==> src/hw/rtl/chbd_pkg.sv <==
`default_nettype none

package chbd_pkg;

   localparam logic [7:0] CH_CR = 8'h0D;
   localparam logic [7:0] CH_LF = 8'h0A;

   localparam logic [31:0] BODY_LEN_MAX   = 32'hFFFF_FFFF;
   localparam logic [31:0] MAX_BODY_RESET = 32'd4194304;

   // APB: one 32-bit register per word, byte addressed
   localparam int CSR_ADDR_W = 3;
   localparam logic [CSR_ADDR_W-3:0] REG_MAX_BODY = '0;

   // Classified input byte, as queued between the front and back parts
   typedef struct packed {
      logic [7:0] byte_val;
      logic       restart;
      logic       hex_ok;
      logic [3:0] hex_val;
      logic       is_cr;
      logic       is_lf;
   } chbd_item_type;

endpackage

`default_nettype wire

==> src/hw/rtl/chbd_req_if.sv <==
`default_nettype none

interface chbd_req_if;
   logic       valid;
   logic       ready;
   logic [7:0] body_byte;
   logic       restart;

   modport source (output valid, output body_byte, output restart, input ready);
   modport sink (input valid, input body_byte, input restart, output ready);
endinterface

`default_nettype wire

==> src/hw/rtl/chbd_rsp_if.sv <==
`default_nettype none

interface chbd_rsp_if;
   logic        valid;
   logic        ready;
   logic [7:0]  payload_byte;
   logic        payload_valid;
   logic        body_done;
   logic        format_error;
   logic [31:0] body_length;

   modport source (
      output valid, output payload_byte, output payload_valid, output body_done,
      output format_error, output body_length, input ready
   );
   modport sink (
      input valid, input payload_byte, input payload_valid, input body_done,
      input format_error, input body_length, output ready
   );
endinterface

`default_nettype wire

==> src/hw/rtl/http_chunked_body_deframer.sv <==
// Chunked transfer-coding body deframer.
// req_bus carries one raw body byte per transfer plus a restart bit that
// starts a new body with that byte. rsp_bus returns exactly one result per
// input byte: the byte itself when it is chunk payload, body_done once the
// final zero-size chunk and its CR LF are in, a sticky format_error, and the
// saturating sum of completed chunk sizes.
// Throughput is one byte per cycle while rsp_bus takes results. A byte
// accepted on req_bus is classified into a two-entry queue, taken by the
// parser and held in its result register, which drives rsp_bus directly.
// When rsp_bus stalls the parser holds its result and stops; the queue keeps
// taking bytes until its two entries are full, then req_bus.ready drops.
// Reset empties the queue, clears the parser and sets max_body_bytes to
// 4194304. The APB port holds max_body_bytes at address 0; write it only
// while no byte is in flight.
`default_nettype none

module http_chunked_body_deframer
   import chbd_pkg::*;
#(
   parameter int SIZE_BITS = 32
) (
   input  wire                   clock,
   input  wire                   reset,
   chbd_req_if.sink              req_bus,
   chbd_rsp_if.source            rsp_bus,
   input  wire                   psel,
   input  wire                   penable,
   input  wire                   pwrite,
   input  wire  [CSR_ADDR_W-1:0] paddr,
   input  wire  [31:0]           pwdata,
   output logic [31:0]           prdata,
   output logic                  pready
);

   logic [31:0]    max_body_ff, max_body_in;
   logic           q_valid;
   logic           q_pop;
   chbd_item_type  q_item;
   logic           reg_sel;

   assign pready  = 1'b1;
   assign reg_sel = (paddr[CSR_ADDR_W-1:2] == REG_MAX_BODY);
   assign prdata  = reg_sel ? max_body_ff : 32'd0;

   always_comb begin
      max_body_in = max_body_ff;
      if (psel && penable && pwrite && pready && reg_sel) begin
         max_body_in = pwdata;
      end
   end

   always_ff @(posedge clock) begin
      if (reset) begin
         max_body_ff <= MAX_BODY_RESET;
      end else begin
         max_body_ff <= max_body_in;
      end
   end

   chbd_front u_front (
      .clock   (clock),
      .reset   (reset),
      .req_bus (req_bus),
      .q_valid (q_valid),
      .q_item  (q_item),
      .q_pop   (q_pop)
   );

   chbd_back #(
      .SIZE_BITS (SIZE_BITS)
   ) u_back (
      .clock          (clock),
      .reset          (reset),
      .q_valid        (q_valid),
      .q_item         (q_item),
      .q_pop          (q_pop),
      .max_body_bytes (max_body_ff),
      .rsp_bus        (rsp_bus)
   );

endmodule

`default_nettype wire

==> src/hw/rtl/chbd_front.sv <==
`default_nettype none

module chbd_front
   import chbd_pkg::*;
(
   input  wire           clock,
   input  wire           reset,
   chbd_req_if.sink      req_bus,
   output logic          q_valid,
   output chbd_item_type q_item,
   input  wire           q_pop
);

   localparam logic [1:0] QUEUE_FULL = 2'd2;

   chbd_item_type entry_ff [2];
   chbd_item_type item_in;
   logic [1:0]    count_ff, count_in;
   logic          wr_ptr_ff, wr_ptr_in;
   logic          rd_ptr_ff, rd_ptr_in;
   logic          push;

   // {ok, value} for 0-9, A-F, a-f
   function automatic logic [4:0] hex_decode(input logic [7:0] c);
      logic [4:0] r;
      r = '0;
      if (c >= 8'h30 && c <= 8'h39) begin
         r = {1'b1, 4'(c - 8'h30)};
      end else if (c >= 8'h41 && c <= 8'h46) begin
         r = {1'b1, 4'(c - 8'h37)};
      end else if (c >= 8'h61 && c <= 8'h66) begin
         r = {1'b1, 4'(c - 8'h57)};
      end
      return r;
   endfunction

   assign req_bus.ready = (count_ff != QUEUE_FULL);
   assign push          = req_bus.valid && req_bus.ready;

   always_comb begin
      item_in.byte_val            = req_bus.body_byte;
      item_in.restart             = req_bus.restart;
      {item_in.hex_ok, item_in.hex_val} = hex_decode(req_bus.body_byte);
      item_in.is_cr               = (req_bus.body_byte == CH_CR);
      item_in.is_lf               = (req_bus.body_byte == CH_LF);
   end

   always_comb begin
      wr_ptr_in = push ? ~wr_ptr_ff : wr_ptr_ff;
      rd_ptr_in = q_pop ? ~rd_ptr_ff : rd_ptr_ff;
      count_in  = count_ff;
      if (push && !q_pop) begin
         count_in = count_ff + 2'd1;
      end else if (!push && q_pop) begin
         count_in = count_ff - 2'd1;
      end
   end

   always_ff @(posedge clock) begin
      if (reset) begin
         count_ff  <= '0;
         wr_ptr_ff <= 1'b0;
         rd_ptr_ff <= 1'b0;
      end else begin
         count_ff  <= count_in;
         wr_ptr_ff <= wr_ptr_in;
         rd_ptr_ff <= rd_ptr_in;
      end
   end

   always_ff @(posedge clock) begin
      if (push) begin
         entry_ff[wr_ptr_ff] <= item_in;
      end
   end

   assign q_valid = (count_ff != 2'd0);
   assign q_item  = entry_ff[rd_ptr_ff];

endmodule

`default_nettype wire

==> src/hw/rtl/chbd_back.sv <==
`default_nettype none

module chbd_back
   import chbd_pkg::*;
#(
   parameter int SIZE_BITS = 32
) (
   input  wire           clock,
   input  wire           reset,
   input  wire           q_valid,
   input  chbd_item_type q_item,
   output logic          q_pop,
   input  wire  [31:0]   max_body_bytes,
   chbd_rsp_if.source    rsp_bus
);

   localparam int SUM_W = ((SIZE_BITS > 32) ? SIZE_BITS : 32) + 1;

   typedef enum logic [2:0] {
      PH_SIZE_FIRST,
      PH_SIZE_MORE,
      PH_SIZE_LF,
      PH_DATA,
      PH_DATA_CR,
      PH_DATA_LF
   } phase_type;

   phase_type            phase_ff, phase_in, phase_cur;
   logic [SIZE_BITS-1:0] chunk_len_ff, chunk_len_in, chunk_len_cur;
   logic [SIZE_BITS-1:0] remain_ff, remain_in, remain_cur;
   logic [31:0]          seen_ff, seen_in, seen_cur;
   logic [31:0]          total_ff, total_in, total_cur;
   logic                 done_ff, done_in, done_cur;
   logic                 error_ff, error_in, error_cur;
   logic                 emit;
   logic [SUM_W-1:0]     sum;

   logic                 rsp_valid_ff, rsp_valid_in;
   logic [7:0]           rsp_byte_ff, rsp_byte_in;
   logic                 rsp_pvalid_ff;

   assign q_pop = q_valid && (!rsp_valid_ff || rsp_bus.ready);

   always_comb begin
      // restart clears everything before the byte is looked at
      if (q_item.restart) begin
         phase_cur     = PH_SIZE_FIRST;
         chunk_len_cur = '0;
         remain_cur    = '0;
         seen_cur      = '0;
         total_cur     = '0;
         done_cur      = 1'b0;
         error_cur     = 1'b0;
      end else begin
         phase_cur     = phase_ff;
         chunk_len_cur = chunk_len_ff;
         remain_cur    = remain_ff;
         seen_cur      = seen_ff;
         total_cur     = total_ff;
         done_cur      = done_ff;
         error_cur     = error_ff;
      end

      phase_in     = phase_cur;
      chunk_len_in = chunk_len_cur;
      remain_in    = remain_cur;
      seen_in      = seen_cur;
      total_in     = total_cur;
      done_in      = done_cur;
      error_in     = error_cur;
      emit         = 1'b0;
      sum          = SUM_W'(total_cur) + SUM_W'(chunk_len_cur);

      if (!error_cur && !done_cur) begin
         seen_in = (seen_cur == BODY_LEN_MAX) ? seen_cur : seen_cur + 32'd1;
         if (seen_in > max_body_bytes) begin
            error_in = 1'b1;
         end else begin
            case (phase_cur)
               PH_SIZE_FIRST, PH_SIZE_MORE: begin
                  if (q_item.is_cr && phase_cur == PH_SIZE_MORE) begin
                     phase_in = PH_SIZE_LF;
                  end else if (!q_item.hex_ok ||
                               chunk_len_cur[SIZE_BITS-1 -: 4] != 4'd0) begin
                     error_in = 1'b1;
                  end else begin
                     chunk_len_in = {chunk_len_cur[SIZE_BITS-5:0], q_item.hex_val};
                     phase_in     = PH_SIZE_MORE;
                  end
               end
               PH_SIZE_LF: begin
                  if (!q_item.is_lf) begin
                     error_in = 1'b1;
                  end else begin
                     remain_in = chunk_len_cur;
                     phase_in  = (chunk_len_cur == '0) ? PH_DATA_CR : PH_DATA;
                  end
               end
               PH_DATA: begin
                  emit      = 1'b1;
                  remain_in = remain_cur - SIZE_BITS'(1);
                  if (remain_cur == SIZE_BITS'(1)) begin
                     phase_in = PH_DATA_CR;
                  end
               end
               PH_DATA_CR: begin
                  if (!q_item.is_cr) begin
                     error_in = 1'b1;
                  end else begin
                     phase_in = PH_DATA_LF;
                  end
               end
               PH_DATA_LF: begin
                  if (!q_item.is_lf) begin
                     error_in = 1'b1;
                  end else if (chunk_len_cur == '0) begin
                     done_in = 1'b1;
                  end else begin
                     total_in     = (sum[SUM_W-1:32] != '0) ? BODY_LEN_MAX : sum[31:0];
                     chunk_len_in = '0;
                     remain_in    = '0;
                     phase_in     = PH_SIZE_FIRST;
                  end
               end
               default: begin
                  error_in = 1'b1;
               end
            endcase
         end
      end

      rsp_valid_in = q_pop ? 1'b1 : (rsp_valid_ff && !rsp_bus.ready);
      rsp_byte_in  = emit ? q_item.byte_val : 8'd0;
   end

   always_ff @(posedge clock) begin
      if (reset) begin
         phase_ff      <= PH_SIZE_FIRST;
         chunk_len_ff  <= '0;
         remain_ff     <= '0;
         seen_ff       <= '0;
         total_ff      <= '0;
         done_ff       <= 1'b0;
         error_ff      <= 1'b0;
         rsp_valid_ff  <= 1'b0;
         rsp_byte_ff   <= '0;
         rsp_pvalid_ff <= 1'b0;
      end else begin
         rsp_valid_ff <= rsp_valid_in;
         if (q_pop) begin
            phase_ff      <= phase_in;
            chunk_len_ff  <= chunk_len_in;
            remain_ff     <= remain_in;
            seen_ff       <= seen_in;
            total_ff      <= total_in;
            done_ff       <= done_in;
            error_ff      <= error_in;
            rsp_byte_ff   <= rsp_byte_in;
            rsp_pvalid_ff <= emit;
         end
      end
   end

   // flags and length are read straight from state, which only moves on a pop
   assign rsp_bus.valid         = rsp_valid_ff;
   assign rsp_bus.payload_byte  = rsp_byte_ff;
   assign rsp_bus.payload_valid = rsp_pvalid_ff;
   assign rsp_bus.body_done     = done_ff;
   assign rsp_bus.format_error  = error_ff;
   assign rsp_bus.body_length   = total_ff;

endmodule

`default_nettype wire

==> src/flat_wrapper.sv <==
// flat-port wrapper written by rule: the top's interface ports become plain ports
module http_chunked_body_deframer_flat import chbd_pkg::*;
#(
   parameter int SIZE_BITS = 32
)
  (clock, reset, psel, penable, pwrite, paddr, pwdata, prdata, pready, req_bus_valid, req_bus_body_byte, req_bus_restart, req_bus_ready, rsp_bus_valid, rsp_bus_payload_byte, rsp_bus_payload_valid, rsp_bus_body_done, rsp_bus_format_error, rsp_bus_body_length, rsp_bus_ready);
  chbd_req_if req_bus_i ();
  chbd_rsp_if rsp_bus_i ();
  input  wire clock;
  input  wire reset;
  input  wire psel;
  input  wire penable;
  input  wire pwrite;
  input  wire  [CSR_ADDR_W-1:0] paddr;
  input  wire  [31:0] pwdata;
  output logic [31:0] prdata;
  output logic pready;
  input wire logic [$bits(req_bus_i.valid)-1:0] req_bus_valid;
  input wire logic [$bits(req_bus_i.body_byte)-1:0] req_bus_body_byte;
  input wire logic [$bits(req_bus_i.restart)-1:0] req_bus_restart;
  output wire logic [$bits(req_bus_i.ready)-1:0] req_bus_ready;
  output wire logic [$bits(rsp_bus_i.valid)-1:0] rsp_bus_valid;
  output wire logic [$bits(rsp_bus_i.payload_byte)-1:0] rsp_bus_payload_byte;
  output wire logic [$bits(rsp_bus_i.payload_valid)-1:0] rsp_bus_payload_valid;
  output wire logic [$bits(rsp_bus_i.body_done)-1:0] rsp_bus_body_done;
  output wire logic [$bits(rsp_bus_i.format_error)-1:0] rsp_bus_format_error;
  output wire logic [$bits(rsp_bus_i.body_length)-1:0] rsp_bus_body_length;
  input wire logic [$bits(rsp_bus_i.ready)-1:0] rsp_bus_ready;
  assign req_bus_i.valid = req_bus_valid;
  assign req_bus_i.body_byte = req_bus_body_byte;
  assign req_bus_i.restart = req_bus_restart;
  assign req_bus_ready = req_bus_i.ready;
  assign rsp_bus_valid = rsp_bus_i.valid;
  assign rsp_bus_payload_byte = rsp_bus_i.payload_byte;
  assign rsp_bus_payload_valid = rsp_bus_i.payload_valid;
  assign rsp_bus_body_done = rsp_bus_i.body_done;
  assign rsp_bus_format_error = rsp_bus_i.format_error;
  assign rsp_bus_body_length = rsp_bus_i.body_length;
  assign rsp_bus_i.ready = rsp_bus_ready;
  http_chunked_body_deframer #(.SIZE_BITS(SIZE_BITS)) u_core (.clock(clock), .reset(reset), .req_bus(req_bus_i), .rsp_bus(rsp_bus_i), .psel(psel), .penable(penable), .pwrite(pwrite), .paddr(paddr), .pwdata(pwdata), .prdata(prdata), .pready(pready));
endmodule
==> config.mk <==
export PLATFORM = sky130hd
export DESIGN_NAME = http_chunked_body_deframer_flat
export DESIGN_NICKNAME = d
export VERILOG_FILES = /design/src/hw/rtl/chbd_pkg.sv /design/src/hw/rtl/chbd_req_if.sv /design/src/hw/rtl/chbd_rsp_if.sv /design/src/hw/rtl/http_chunked_body_deframer.sv /design/src/hw/rtl/chbd_front.sv /design/src/hw/rtl/chbd_back.sv /design/src/flat_wrapper.sv
export SDC_FILE = /design/constraint.sdc
export NUM_CORES = 1
export LEC_CHECK = 0
export BUFFER_PORTS_ARGS = -buffer_cell sky130_fd_sc_hd__buf_2
export CORE_UTILIZATION = 40
export DETAILED_ROUTE_END_ITERATION = 10
export PLACE_DENSITY_LB_ADDON = 0.15
export SETUP_SLACK_MARGIN = 0.1
export SYNTH_ARGS = -nofsm -noshare
export SYNTH_HDL_FRONTEND = slang
export SYNTH_SLANG_ARGS = --single-unit
==> constraint.sdc <==
create_clock -name clock -period 7.7 [get_ports clock]
set_input_delay 1.155 -clock clock [delete_from_list [all_inputs] [get_ports clock]]
set_output_delay 1.155 -clock clock [all_outputs]
set_load 0.005 [all_outputs]
After elaboration in Yosys (flattened, before gate mapping):

Memories as Yosys holds them, arrays and structs flattened. A register that Yosys moved wholly into a read port is not among the register bits.
Index checks and enable logic that the tools add are counted.

* register bits: 179
* RAM bits: 32
* input port bits: 51
* memories kept: 1

* add/sub/neg operators: 8
* $lt $le $gt $ge: 7
* eq/ne operators: 10
* mux-type cells: 66
* bitwise gates (word level): 3
* reductions and logical operators: 29

Memories
* u_core.u_front.entry_ff: words 2, width 16, rd ports 1, clocked after Yosys merged registers in 1, write ports 1, RTL line chbd_front.sv:16 `chbd_item_type entry_ff [2];`

Operator list (number)
* $mux 32: 24
* $pmux 32 s3: 1
* $pmux 32 s2: 1
* $add 32x32->33: 1
* $mux 3: 11
* $add 32x1->32 const B: 1
* $eq 32x1->1 const B: 1
* $eq 32x32->1 const B: 1
* $gt 32x32->1: 1
* $logic_not 32->1: 1
* $sub 32x1->32 const B: 1
* $mux 1: 21
* $eq 8x4->1 const B: 2
* $ge 8x7->1 const B: 2
* $le 8x7->1 const B: 2
* $mux 5: 3
* $pmux 3 s5: 1
* $logic_and 1x1->1: 13
* $ge 8x6->1 const B: 1
* $le 8x6->1 const B: 1
* $mux 8: 1
* $sub 4x3->4 const B: 2
* $logic_not 1->1: 7
* $eq 3x2->1 const B: 2
* other kinds (14): 21

Depth between registers and ports, before layout:

Gate-level depths: netlist of run 1.

* word-level depth: 8
* gate-level depth with buffers: 28

Cells and area by module:

A second synthesis of run 1 with hierarchy kept.

* cells, all modules: 1834
* area, all modules: 14527.7 µm²

By module, submodules not included
* chbd_back: instances 1, cells an instance 1553, area an instance 11238.3 µm², seq. area each 2862.7 µm²
* http_chunked_body_deframer: instances 1, cells an instance 177, area an instance 1691.6 µm², seq. area each 640.6 µm²
* chbd_front: instances 1, cells an instance 104, area an instance 1597.8 µm², seq. area each 1061.0 µm²

Worst setup path after synthesis of run 1:

No wires, ideal clock.

* path kind: register to register
* start point: register with a tool-made name
* end point: register u_core.u_back.chunk_len_ff[1]
* setup time: 0.117 ns
* data arrival time: 5.325 ns
* required time: 7.583 ns
* path slack: 2.258 ns
* cell stages (with the launch flop): 27
* path buffers: 6
* cell sequence: dfxtp_1 > buf_6 > mux2i_4 > buf_2 > clkbuf_1 > clkbuf_1 > and2_1 > ha_1 > nand4_1 > nor2_1 > or4b_4 > buf_6 > nand4_2 > nor2_2 > nand2_1 > xor2_1 > nor2_1 > ha_1 > nand4_1 > nor4_1 > a22oi_1 > nor2_1 > nand2_1 > o31ai_1 > a21oi_1 > buf_2 > a22o_1

RTL lines
* end signal: assignment: RTL line chbd_back.sv:152 `chunk_len_ff <= chunk_len_in;`
* end: declaration: RTL line chbd_back.sv:29 `logic [SIZE_BITS-1:0] chunk_len_ff, chunk_len_in, chunk_len_cur;`

==> results.sh, run 1 <==
export IMPL_synthCells=1838
export IMPL_vias_per_cell=5.77
export IMPL_cp_max_fo=30
export IMPL_place_worst_setup_slack_ns=1.54
export IMPL_portBuffers=125
export IMPL_initial_core_util_pct=41.0
export IMPL_hold_class="flip-flop to flip-flop"
export IMPL_detail_route_antenna_nets=0
export IMPL_cp_arrival_ns=6.74
export IMPL_cts_hold_buf=0
export IMPL_reg2regPathDepth=21
export IMPL_antenna_cells=0
export IMPL_track_usage_pct=24.7
export IMPL_finalCritPeriodShare_pct=81.8
export IMPL_synthesis_nets=1962
export IMPL_cap_violations=0
export IMPL_num_vias=13700
export IMPL_rsz0062_at_grt="no"
export IMPL_status="complete, no violations"
export IMPL_clk_pin_slew_ns=0.06
export IMPL_setup_tns_ns=0
export IMPL_clock_sinks=212
export IMPL_ys_seq_elements=212
export IMPL_syn_cell_area_mm2=0.0139
export IMPL_leakage_nw=6.19
export IMPL_cts_tree="built"
export IMPL_rrSetupSlack_ns=1.40
export IMPL_drive_gt1_share_pct=12.0
export IMPL_synthTopCellsByArea="dfxtp_1 26%, a21oi_1 8.1%, nand2_1 7.5%"
export IMPL_worstSetupPathType="flip-flop to flip-flop"
export IMPL_die_h_um=188
export IMPL_synth_edf_count=32
export IMPL_synth_top_area_share_pct=26.0
export IMPL_setup_viol_count_final=0
export IMPL_peakVddDrop_mv=0.189
export IMPL_htree_levels=1
export IMPL_final_cell_mix="276 x nand2_1, 222 x a21oi_1, 180 x dfxtp_1"
export IMPL_synth_ff_type="dfxtp_1"
export IMPL_gp_congestion=0.890
export IMPL_drtIter0Drc=1100
export IMPL_placementRows=67
export IMPL_grt_pass1_vias=12900
export IMPL_avgSynthCellArea_um2=7.54
export IMPL_post_cts_buffers=0
export IMPL_routed_wl_mm=44.4
export IMPL_cp_end_kind="flip-flop"
export IMPL_ctsResizeCount=0
export IMPL_dieArea_mm2=0.0354
export IMPL_crit_end="u_core.u_back.chunk_len_ff[8]"
export IMPL_die_x_um=188
export IMPL_finalHoldViolations=0
export IMPL_fmax_mhz=159
export IMPL_ys_types=80
export IMPL_start_kind="flip-flop"
export IMPL_cts_root_buf="clkbuf_16"
export IMPL_slew_headroom_pct=21.1
export IMPL_seq_area_frac_synth_pct=32.9
export IMPL_ys_warnings_count=0
export IMPL_io_pin_count=129
export IMPL_async_flop_share_pct=0
export IMPL_postLayoutCoreUtil_pct=46.6
export IMPL_layout_commonest_cell="nand2_1"
export IMPL_skew_ns=0.0239
export IMPL_p_per_area_mw_per_mm2=240
export IMPL_yosysTopAreaCell="dfxtp_1"
export IMPL_cts_made_buffers=26
export IMPL_grt_max_degree=78
export IMPL_regToRegEndpoint="u_core.u_back.chunk_len_ff[8]"
export IMPL_dp_hpwl_mm=31.1
export IMPL_grt_antenna_before_repair=0
export IMPL_clk_latency_ns=0.57
export IMPL_slew_viol_final=0
export IMPL_finalWorstSetupSlack_ns=1.40
export IMPL_wl_per_cell_um=18.8
export IMPL_drc=0
export IMPL_fp_coreArea_mm2=0.0338
export IMPL_worst_pin_slew_ns=1.18
export IMPL_grt_ovfl_total=0
export IMPL_drtPass1Iterations=5
export IMPL_syn_to_final_growth_pct=13.5
export IMPL_clk_path_buf_depth=3
export IMPL_final_nets=2024
export IMPL_grt_pass1_wl_mm=71.0
export IMPL_fin_crit_ns=6.30
export IMPL_crit_required_ns=8.14
==> through the flow <==
step | instances | hold WS [ns] | total power [mW] | instance area [um2]
6_report | 2367 | 0.455 | 3.77 | 15700
3_3_place_gp | 2320 | 0.443 | 2.41 | 14800
3_5_place_dp | 2320 | 0.447 | 2.41 | 14800
4_1_cts | 2367 | 0.455 | 3.79 | 15700
2_1_floorplan | 1838 | 0.436 | 2.04 | 13900
5_1_grt | 2367 | 0.473 | 3.96 | 15700
==> worst min path at each step <==
stage / from / to / cells after the start / slack (ns)
final: u_core.max_body_ff[16] / u_core.max_body_ff[16] / 2 / 0.45
after global routing: u_core.max_body_ff[17] / u_core.max_body_ff[17] / 2 / 0.47
after CTS: u_core.max_body_ff[18] / u_core.max_body_ff[18] / 2 / 0.46
after detailed placement: u_core.max_body_ff[18] / u_core.max_body_ff[18] / 2 / 0.45
after global placement: u_core.max_body_ff[16] / u_core.max_body_ff[16] / 2 / 0.44
after floorplan: u_core.max_body_ff[10] / u_core.max_body_ff[10] / 2 / 0.44
==> power by group <==
group	internal [mW]	leakage (nW)	switching [mW]
combinational	0.320	3.99	0.827
sequential	1.20	1.76	0.0589
clock	0.839	0.451	0.528
total	2.36	6.19	1.41
==> area by class of cell <==
cell class,instances,area (um2)
fill,3407,18000
inverter,55,206
tap,448,561
sequential,212,4560
clock buffer,30,686
clock inverter,17,255
multi-input combinational,1453,8630
timing repair buffer,152,831
==> sequential cells by signal, indices dropped and copies added (netlist names), named ones only <==
signal / cells
u_core.u_back.phase_ff: 3
u_core.u_front.count_ff: 2
u_core.u_front.wr_ptr_ff: 1
u_core.u_back.remain_ff: 32
u_core.u_front.entry_ff: 32
u_core.u_back.chunk_len_ff: 32
u_core.u_back.seen_ff: 32
u_core.u_back.rsp_bus.valid: 1
u_core.max_body_ff: 32
u_core.u_back.rsp_bus.body_length: 32
u_core.u_back.rsp_bus.payload_valid: 1
u_core.u_back.rsp_bus.format_error: 1
u_core.u_back.rsp_bus.body_done: 1
u_core.u_back.rsp_bus.payload_byte: 8
u_core.u_front.rd_ptr_ff: 1
==> Yosys cell counts, types with 6 or more instances <==
library cell	count
nand2_1	276
a21oi_1	223
dfxtp_1	180
nor2_1	174
o21ai_0	150
clkbuf_1	88
ha_1	72
and2_1	70
inv_1	55
nand3_1	39
xor2_1	34
edfxtp_1	32
a22o_1	31
xnor2_1	30
nand4_1	27
nor3_1	27
a22oi_1	23
o22ai_1	21
mux2i_1	19
nor4_1	19
a21o_1	17
buf_1	16
a31oi_1	15
o21a_1	15
or3_1	15
a211oi_1	13
mux2_2	12
and3_1	11
buf_2	10
o31ai_1	9
o211ai_1	8
nand2b_1	7
o21ai_1	7
nor2b_1	6
==> critical path, stage by stage (launching register included) <==
cell,delay [ns]
dfxtp_1,0.39
mux2i_4,0.31
buf_4,0.31
and2_1,0.21
ha_1,0.20
nand4_1,0.20
nor2_1,0.18
nor4b_4,0.56
nor3_1,0.21
nand3_1,0.16
xor2_1,0.17
nor2_1,0.08
ha_1,0.33
nand4_1,0.16
nor4_1,0.48
a22oi_1,0.29
nor2_1,0.52
nand2_1,0.32
o31ai_1,0.46
a21oi_2,0.10
buf_4,0.25
a22o_1,0.27
==> logic make-up (layout without fill, tap and decap cells) <==
logic type | count (synthesis) | in the layout | share of synthesized area (%)
and+or+nand+nor | 705 | 705 | 24.0
other | 1 | 1 | 0.0271
xor gates and xnor gates | 64 | 64 | 4.04
buffers and inverters | 173 | 254 | 4.96
adders and majority gates | 73 | 73 | 6.64
DFF | 212 | 212 | 32.9
muxes | 32 | 32 | 2.51
AOI/OAI and AO/OA | 578 | 578 | 24.9
==> per-layer routing <==
layer / wire length, um / track usage, % / vias to the layer above
met5: 0 / 0 / -
met2: 19700 / 38.8 / 438
met1: 20900 / 35.5 / 6487
met3: 3010 / 3.11 / 59
li1: - / - / 6678
met4: 797 / 6.29 / 0
Note: power is estimated with default switching activity, not from simulation.
==> run 2, diff against run 1 <==
==> constraint.sdc (replaced) <==
create_clock -name clock -period 5.4 [get_ports clock]
set_input_delay 0.81 -clock clock [delete_from_list [all_inputs] [get_ports clock]]
set_output_delay 0.81 -clock clock [all_outputs]
set_load 0.005 [all_outputs]
==> run 2 against run 1 <==
Utilization rose by 1.2 points. Via count grew 1.9%. Sequential power rose by 43%. Combinational power increased by 52%. Wire length is 3.1% higher. Total power is 39% higher. Critical endpoint is now u_core.u_back.rsp_bus.body_length[11].
==> results.sh, run 2 (synthesis gave the netlist of run 1 again) <==
export IMPL_status="complete, no violations"
export IMPL_die_h_um=188
export IMPL_clock_sinks=212
export IMPL_slew_viol_final=0
export IMPL_leakage_nw=6.42
export IMPL_cts_hold_buf=0
export IMPL_syn_to_final_growth_pct=16.5
export IMPL_power_mw=5.26
export IMPL_fmax_mhz=200
export IMPL_fin_crit_ns=5.00
export IMPL_setup_tns_ns=0
export IMPL_drtIter0Drc=1245
export IMPL_use_met3_pct=3.61
export IMPL_final_cell_mix="275 x nand2_1, 218 x a21oi_1, 179 x dfxtp_1"
export IMPL_fillerInstances=3371
export IMPL_gp_congestion=0.897
export IMPL_worst_pin_slew_ns=1.15
export IMPL_multi_input_area_mm2=0.00879
export IMPL_drive_gt1_share_pct=15.2
export IMPL_gr_usage_met1_pct=37.3
export IMPL_layout_commonest_cell="nand2_1"
export IMPL_slew_headroom_pct=22.6
export IMPL_initial_core_util_pct=41.0
export IMPL_cts_tree="built"
export IMPL_use_met2_pct=37.6
export IMPL_max_stage_delay_ns=0.56
export IMPL_crit_required_ns=5.85
export IMPL_placementRows=67
export IMPL_p_per_area_mw_per_mm2=326
export IMPL_dp_cells=2340
export IMPL_cp_max_fo=7
export IMPL_clk_latency_ns=0.55
export IMPL_fin_cells=2410
export IMPL_grt_ovfl_total=0
export IMPL_cp_end_kind="flip-flop"
export IMPL_die_x_um=188
export IMPL_io_pin_count=129
export IMPL_holdWs_ns=0.453
export IMPL_routed_wl_mm=45.8
export IMPL_detail_route_antenna_nets=0
export IMPL_num_vias=13900
export IMPL_grt_pass1_vias=12900
export IMPL_grt_antenna_before_repair=1
export IMPL_start_kind="flip-flop"
export IMPL_vias_per_cell=5.78
export IMPL_skew_ns=0.0101
export IMPL_final_nets=2067
export IMPL_slowest_stage="or4b_4"
export IMPL_cts_made_buffers=26
export IMPL_setup_viol_count_final=0
export IMPL_dieArea_mm2=0.0354
export IMPL_drtPass1Iterations=5
export IMPL_fp_coreArea_mm2=0.0338
export IMPL_dp_hpwl_mm=32.0
export IMPL_peakVddDrop_mv=0.280
export IMPL_finalHoldViolations=0
export IMPL_worstSetupPathType="flip-flop to flip-flop"
export IMPL_cp_arrival_ns=5.45
export IMPL_postLayoutCoreUtil_pct=47.8
export IMPL_portBuffers=125
export IMPL_cap_violations=0
export IMPL_crit_path_cell_trace="mux2i_4 -> and2_4 -> ha_4 -> nand4_1 -> nor2_1 -> or4b_4 -> buf_4 -> nand4_1 -> xor2_1 -> nor2_1 -> ha_1 -> nand4_1 -> nor2_1 -> a221o_1 -> o31a_1 -> buf_4 -> nor3_2 -> nand2_1 -> inv_1 -> a21oi_1 -> nor3_1"
export IMPL_grt_pass1_wl_mm=72.0
export IMPL_drc=0
export IMPL_clk_path_buf_depth=3
export IMPL_track_usage_pct=25.2
export IMPL_hold_class="flip-flop to flip-flop"
export IMPL_grt_max_degree=89
export IMPL_rsz0062_at_grt="no"
export IMPL_grt_busiest_layer="met2"
export IMPL_wl_per_cell_um=19.0
export IMPL_cts_root_buf="clkbuf_16"
export IMPL_crit_family="simple AND/OR/NAND/NOR gates"
export IMPL_path_buf_inv=3
export IMPL_finalCritPeriodShare_pct=92.7
export IMPL_htree_levels=1
export IMPL_register_area_mm2=0.00457
export IMPL_antenna_cells=0
export IMPL_clk_pin_slew_ns=0.06
## run 2: final timing paths
kind | cells past startpoint | startpoint | endpoint | slack, ns
worst min register to register | 2 | u_core.max_body_ff[21] | u_core.max_body_ff[21] | 0.45
worst max-delay path | 21 | u_core.u_front.entry_ff[0][7] | u_core.u_back.rsp_bus.body_length[11] | 0.40
worst max register to register | 21 | u_core.u_front.entry_ff[0][7] | u_core.u_back.rsp_bus.body_length[11] | 0.40
worst min-delay path | 2 | u_core.max_body_ff[21] | u_core.max_body_ff[21] | 0.45
## run 2: routing by layer
metal  wire length [um]  share of wire [%]  vias to the layer above
li1                   -                  -                     6784
met1              21500                 47                     6577
met2              20000                 44                      480
met3               3100                6.8                       84
met4               1180                2.6                        2
met5                 11              0.024                        -
## run 2: power by group
group | internal, mW | switching (mW)
Sequential | 1.71 | 0.0859
Combinational | 0.532 | 1.22
Clock | 0.977 | 0.734
## run 2: what timing repair did
item / 4_1_cts / 5_1_grt
gates resized for setup: 9 / 43
pin swaps: 0 / 16
setup endpoints to repair: 73 / 105
gates cloned: 0 / 3
setup buffers: 1 / 19
## run 2: cell type report
| class | count | share of cell area [%] |
|---|---|---|
| Timing Repair Buffer | 195 | 7.44 |
| Inverter | 55 | 1.28 |
| Multi-Input combinational cell | 1453 | 54.4 |
| Clock buffer | 34 | 4.40 |
| Clock inverter | 13 | 0.690 |
| Sequential cell | 212 | 28.3 |
| Tap cell | 448 | 3.47 |
## run 2: worst min-delay path: cells and delay by family (launching register included)
family | cells | cell delay [ns]
AOI/OAI and AO/OA | 1 | 0.05
and+or+nand+nor | 1 | 0.05
DFF | 1 | 0.31
## run 2: through the flow
stage	setup WS (ns)	cell area, um2
after floorplan	0.169	13900
after global placement	-0.139	14900
after detailed placement	-0.201	14900
after CTS	0.0146	15800
after global routing	0.0885	16100
final	0.396	16100
